**config.mk**
```make
export PLATFORM = sky130hd
export DESIGN_NAME = ped_seq
export DESIGN_NICKNAME = d
export VERILOG_FILES = /design/src/rtl/ped_pkg.sv /design/src/rtl/ped_seq.sv
export SDC_FILE = /design/constraint.sdc
export NUM_CORES = 1
export LEC_CHECK = 0
export BUFFER_PORTS_ARGS = -buffer_cell sky130_fd_sc_hd__buf_4
export CAP_MARGIN = 15
export CELL_PAD_IN_SITES_DETAIL_PLACEMENT = 1
export CELL_PAD_IN_SITES_GLOBAL_PLACEMENT = 1
export CORE_AREA = 2 2 39 41
export DETAILED_ROUTE_END_ITERATION = 10
export DIE_AREA = 0 0 41 43
export PLACE_DENSITY = 0.77
export SYNTH_ARGS = -nofsm -noshare
export SYNTH_HDL_FRONTEND = slang
export SYNTH_SLANG_ARGS = --single-unit
```
**constraint.sdc**
```tcl
create_clock -name clk -period 3.1 [get_ports clk]
set_input_delay 0.62 -clock clk [delete_from_list [all_inputs] [get_ports clk]]
set_output_delay 0.62 -clock clk [all_outputs]
set_load 0.02 [all_outputs]
```
**src/rtl/ped_pkg.sv**
```systemverilog
// Shared types, constants and the control program of the distance engine.
package ped_pkg;

	localparam int MAX_POINTS_DEF = 64;
	localparam int MAX_COORDS_DEF = 16;

	localparam int PT_W        = 6;
	localparam int CI_W        = 4;
	localparam int CV_W        = 16;
	localparam int CFG_W       = 5;
	localparam int DIST_W      = 18;
	localparam int IN_TDATA_W  = 32;
	localparam int OUT_TDATA_W = 24;
	localparam int PC_W        = 3;

	localparam logic [CFG_W-1:0]  COORDS_RST = 5'd16;
	localparam logic [DIST_W-1:0] DIST_MAX   = 18'h3FFFF;
	localparam logic              ACT_WRITE  = 1'b0;

	// Program steps
	localparam logic [PC_W-1:0] STEP_IDLE   = 3'd0;
	localparam logic [PC_W-1:0] STEP_DECODE = 3'd1;
	localparam logic [PC_W-1:0] STEP_READ   = 3'd2;
	localparam logic [PC_W-1:0] STEP_DRAIN1 = 3'd3;
	localparam logic [PC_W-1:0] STEP_DRAIN2 = 3'd4;
	localparam logic [PC_W-1:0] STEP_SQINIT = 3'd5;
	localparam logic [PC_W-1:0] STEP_SQRT   = 3'd6;
	localparam logic [PC_W-1:0] STEP_OUT    = 3'd7;

	typedef enum logic [2:0] {
		C_NEXT,
		C_NO_ITEM,
		C_IS_WRITE,
		C_K_MORE,
		C_ROOT_MORE,
		C_OUT_BUSY
	} ped_cond_t;

	typedef struct packed {
		logic            in_ready;
		logic            mem_wr;
		logic            clr_acc;
		logic            rd_issue;
		logic            sqrt_init;
		logic            sqrt_step;
		logic            out_load;
		ped_cond_t       cond;
		logic [PC_W-1:0] target;
	} ped_cw_t;

	typedef struct packed {
		logic is_write;
		logic k_more;
		logic root_more;
		logic out_busy;
	} ped_stat_t;

	// Taken jump goes to target, otherwise pc+1 (the last step wraps to idle).
	function automatic ped_cw_t ped_rom(input logic [PC_W-1:0] pc);
		ped_cw_t cw;
		cw        = '0;
		cw.cond   = C_NEXT;
		cw.target = STEP_IDLE;
		case (pc)
			STEP_IDLE: begin
				cw.in_ready = 1'b1;
				cw.cond     = C_NO_ITEM;
				cw.target   = STEP_IDLE;
			end
			STEP_DECODE: begin
				cw.mem_wr  = 1'b1;
				cw.clr_acc = 1'b1;
				cw.cond    = C_IS_WRITE;
				cw.target  = STEP_IDLE;
			end
			STEP_READ: begin
				cw.rd_issue = 1'b1;
				cw.cond     = C_K_MORE;
				cw.target   = STEP_READ;
			end
			STEP_DRAIN1: begin
			end
			STEP_DRAIN2: begin
			end
			STEP_SQINIT: begin
				cw.sqrt_init = 1'b1;
			end
			STEP_SQRT: begin
				cw.sqrt_step = 1'b1;
				cw.cond      = C_ROOT_MORE;
				cw.target    = STEP_SQRT;
			end
			STEP_OUT: begin
				cw.out_load = 1'b1;
				cw.cond     = C_OUT_BUSY;
				cw.target   = STEP_OUT;
			end
			default: begin
			end
		endcase
		return cw;
	endfunction

endpackage

```
**src/rtl/ped_seq.sv**
```systemverilog
// Microcode sequencer: step counter, control ROM and conditional jumps.
module ped_seq
	import ped_pkg::*;
(
	input  logic      clk,
	input  logic      arst_n,
	input  logic      in_valid,
	input  ped_stat_t stat,
	output ped_cw_t   cw
);

	logic [PC_W-1:0] pc_q;
	logic            take;

	assign cw = ped_rom(pc_q);

	always_comb begin
		case (cw.cond)
			C_NEXT:      take = 1'b0;
			C_NO_ITEM:   take = !in_valid;
			C_IS_WRITE:  take = stat.is_write;
			C_K_MORE:    take = stat.k_more;
			C_ROOT_MORE: take = stat.root_more;
			C_OUT_BUSY:  take = stat.out_busy;
			default:     take = 1'b0;
		endcase
	end

	always_ff @(posedge clk or negedge arst_n) begin
		if (!arst_n) begin
			pc_q <= STEP_IDLE;
		end else if (take) begin
			pc_q <= cw.target;
		end else begin
			pc_q <= pc_q + PC_W'(1);
		end
	end

endmodule

```
Word-level counts from Yosys, hierarchy flattened
Index checks and enable logic that the tools add are counted.
- add/sub/neg operators: 1
- equal/unequal tests: 10
- multiplexer cells: 9
- reduce and logical (&&, ||, !) cells: 2
- operators with widths (kind ; count):
    $pmux 6 s5 ; 1
    $eq 3x3->1 const B ; 5
    $eq 3x2->1 const B ; 3
    $eq 3x1->1 const B ; 2
    $mux 1 ; 5
    $pmux 1 s5 ; 1
    $add 3x1->3 const B ; 1
    $logic_not 3->1 ; 1
    $mux 3 ; 1
    $mux 2 ; 1
    $logic_not 1->1 ; 1
- flip-flop bits (word level): 3
- input port bits: 7
- output and inout port bits: 13
- logic and storage cells: 23

Longest topological paths before layout
- word-level depth: 5
- depth in mapped cells: 8
- depth with buffers taken out: 8

Worst setup path after synthesis
Ideal clock, no wire load.
- kind: flip-flop to flip-flop
- from: register pc_q[0]
- to: register pc_q[0]
- library setup time: 0.125 ns
- arrival time: 2.132 ns
- data required time: 2.975 ns
- setup slack: 0.844 ns
- stages on the path, launching flop included: 8
- buffers on the path: 0
- period minus slack after synthesis: 2.256 ns
- cells stage by stage: dfrtp_1 ha_1 ha_1 o21ai_1 a21oi_4 o21ai_2 a221oi_2 mux2_2
- RTL lines (what ; line ; text):
    from (decl) ; ped_seq.sv:12 ; logic [PC_W-1:0] pc_q;
    from (signal assigned) ; ped_seq.sv:33 ; pc_q <= cw.target;
    from (signal assigned) ; ped_seq.sv:35 ; pc_q <= pc_q + PC_W'(1);

==> results summary <==
The synthesized net count is 56. The time the worst path needs with I/O delays and setup came out at 2330 ps. The mean routed wirelength per cell came out at 12.0 um. Global routing used 12.8% of the available tracks. CTS built an H-tree with a depth of 1.

The global placement routability congestion came out at 0.692. The run finished with clean final reports. Entering global routing, the biggest net connects 13 pins. The maximum fanout along the worst path is 12.

The per-instance average area after synthesis came out at 9.01 um2. The required time at the worst-slack endpoint came out at 2480 ps. The gate count of the mapped netlist is 44.

The slew at the pin closest to its max-slew limit came out at 426 ps. The total overflow reported by the global router came out at 0. The residual DRC count came out at 0. Leaving out fill and tap cells, the most frequent cells in the layout are sky130_fd_sc_hd__buf_4, sky130_fd_sc_hd__inv_1, sky130_fd_sc_hd__ha_1. The classification of the worst-slack hold path is in2async. The total count of max-transition violations in the final report is 0.

For this design the ratio of total power to cell area is 1330 nW/um2. The worst setup margin came out at 767 ps. The setup fix buffers added after clock tree synthesis is 0. The wire-length estimate of the detail-placed layout is 793 um.

The final layout contains routed wiring with a total length of 950 um. The count of nets left with antenna violations after detail routing is 0. The startpoint-to-endpoint class of the critical path is reg2out.

The die covers 1760 um2. The number of inserted diodes came out at 0. The worst max-slew margin expressed relative to the limit is 71.4%. The distinct cell type count of the synthesized netlist came out at 24. The root buffer selected by CTS is sky130_fd_sc_hd__clkbuf_4. The number of I/O pins came out at 20.

The number of sinks driven by the clock tree is 3. The initial core utilization came out at 28.7%. The fill cell instance count of the final layout came out at 168.

The largest registers in the layout are pc_q x3. The most frequently used flop master after synthesis is sky130_fd_sc_hd__dfrtp_1. Leaving out filler cells and counting taps, the final layout contains 79. The detailed router's first-iteration violation count is 0. The clock transition at the registers of the reported paths came out at 40 ps. The fraction of registers with async set or reset after synthesis came out at 100%. The number of buffers created by CTS is 3. In the final layout, the share of cells above drive strength 1 is 46.0%. The number of buffers on the longest clock path came out at 2. Setup repair after global routing left no endpoint under its margin. Across the run, the number of max-cap violations was 0.

In this run, synthesis inferred 0 flip-flops with an integrated enable. The fmax came out at 429 MHz. For flop-to-flop paths, the worst setup slack is 840 ps. In this run, post-CTS hold repair placed 0 buffers. The maximum vdd ir drop is 0.380 mV. The total via count after detailed routing came out at 362.

The via count of the first global-routing pass was 333. On the final layout, the worst clock skew is 0.938 ps. The count of endpoints failing hold in the final timing report is 0. The share of synthesized area in the top cell type comes to 18.9%. Setup total negative slack on the finished layout was measured at 0 ps. The height of the die is 43 um. The post-synthesis register bit count is 3.

The die is 41 um wide. After floorplanning, the core was sized to cover 1380 um2. For this run, the register share of the synthesized area comes to 18.9%.

By area the synthesized netlist is led by sky130_fd_sc_hd__dfrtp_1, sky130_fd_sc_hd__ha_1, sky130_fd_sc_hd__buf_4. The final design utilization is 39.9%. In this run the critical register-to-register path is launched from pc_q[2]. The net total in the final layout is 76. The pre-CTS worst setup slack is 837 ps. TritonCTS built the clock tree. The number of cells on the worst reg-to-reg path is 6. The wire length of the first global-routing pass is 1500 um. The capturing element type of the critical path is a primary output. The initial antenna violation count came out at 0. Of all cell types, the one taking the most synthesized area is sky130_fd_sc_hd__dfrtp_1. The total number of yosys warnings came out at 0. The critical path startpoint category is a flip-flop. After floorplanning, the core was divided into 14 placement rows.

Leaving out fill and tap cells, the most frequent cell in the layout is sky130_fd_sc_hd__buf_4. The first-pass iteration count of the detailed router is 1. Clock latency on the worst-skew pair, taken at its later pin, is 230 ps. The total setup violations reported at the end of the flow is 0. The layout overhead on the synthesized area came out at 39.1%.

The leakage power of the design is 0.000293 uW. Input and output buffers added on the ports amount to 19. In this run the critical register-to-register path is captured at pc_q[0]. The post-cts repair resize count is 0. Dividing the detail-routed via count by the number of cells gives 4.58. The register with the most flip-flops in the final layout is pc_q. In the finished design, the share of the clock period the worst path needs comes to 75.3%. The post-synth design cell area is 397 um2. The flip-flop count of the largest register after layout is 3. Data on the critical path arrives at its endpoint at 1710 ps.

The cell count after placement is 75.
## layer usage
| layer | share of wire [%] | track usage, % |
|---|---|---|
| met4 | 0 | 8.00 |
| met2 | 50 | 18.8 |
| met1 | 44 | 16.7 |
| met3 | 5.6 | 1.57 |
| met5 | 0 | 0 |
## final cells by class
type | instances | area (um2) | area share [%]
clock buffers | 4 | 26.3 | 4.76
inverters | 6 | 22.5 | 4.08
multi-input cells | 31 | 265 | 48.1
flip-flops and latches | 3 | 75.1 | 13.6
well taps | 16 | 20.0 | 3.63
repair buffers | 19 | 143 | 25.9
## power by group
part	total [uW]	switching, uW	internal, uW
clock network	67.4	19.2	48.2
logic	574	319	255
registers	92.3	30.9	61.4
total	734	369	365
## stage by stage
step | hold WS (ps) | cell area [um2] | power [uW]
2_1_floorplan | 324 | 397 | 512
3_3_place_gp | 411 | 526 | 655
3_5_place_dp | 413 | 526 | 671
4_1_cts | 167 | 552 | 746
5_1_grt | 167 | 552 | 796
6_report | 173 | 552 | 734
## worst max-delay path, stage by stage (launching register included)
cell and delay, ps:
sky130_fd_sc_hd__dfrtp_1 560, sky130_fd_sc_hd__ha_1 370, sky130_fd_sc_hd__o21ai_1 140, sky130_fd_sc_hd__a21oi_4 230
sky130_fd_sc_hd__buf_4 180
## Yosys cell counts, types with 2 or more instances
library cell,number
sky130_fd_sc_hd__ha_1,5
sky130_fd_sc_hd__mux2i_1,2
sky130_fd_sc_hd__and2_1,2
sky130_fd_sc_hd__nor2_1,2
sky130_fd_sc_hd__dfrtp_1,3
sky130_fd_sc_hd__and2b_1,2
sky130_fd_sc_hd__a21oi_1,2
sky130_fd_sc_hd__buf_4,3
sky130_fd_sc_hd__nor2b_1,3
sky130_fd_sc_hd__inv_1,6
## worst max-delay path by stage
stage / from / endpoint / slack, ps
after floorplan: pc_q[0] / pc_q[0] / 840
after global routing: pc_q[2] / cw[3] / 650
after detailed placement: pc_q[2] / pc_q[0] / 840
final: pc_q[2] / cw[3] / 770
after CTS: pc_q[2] / cw[3] / 740
after global placement: pc_q[2] / pc_q[0] / 890
## cell families after synthesis
group                    Yosys count  synth area share (%)
buffers and inverters             10                  14.2
AO/OA/AOI/OAI                      9                  20.8
AND/OR/NAND/NOR                   13                  19.6
adder cells (fa/ha/maj)            5                  15.8
flip-flops                         3                  18.9
multiplexers                       4                  10.7
Power figures use the tool's default switching activity.
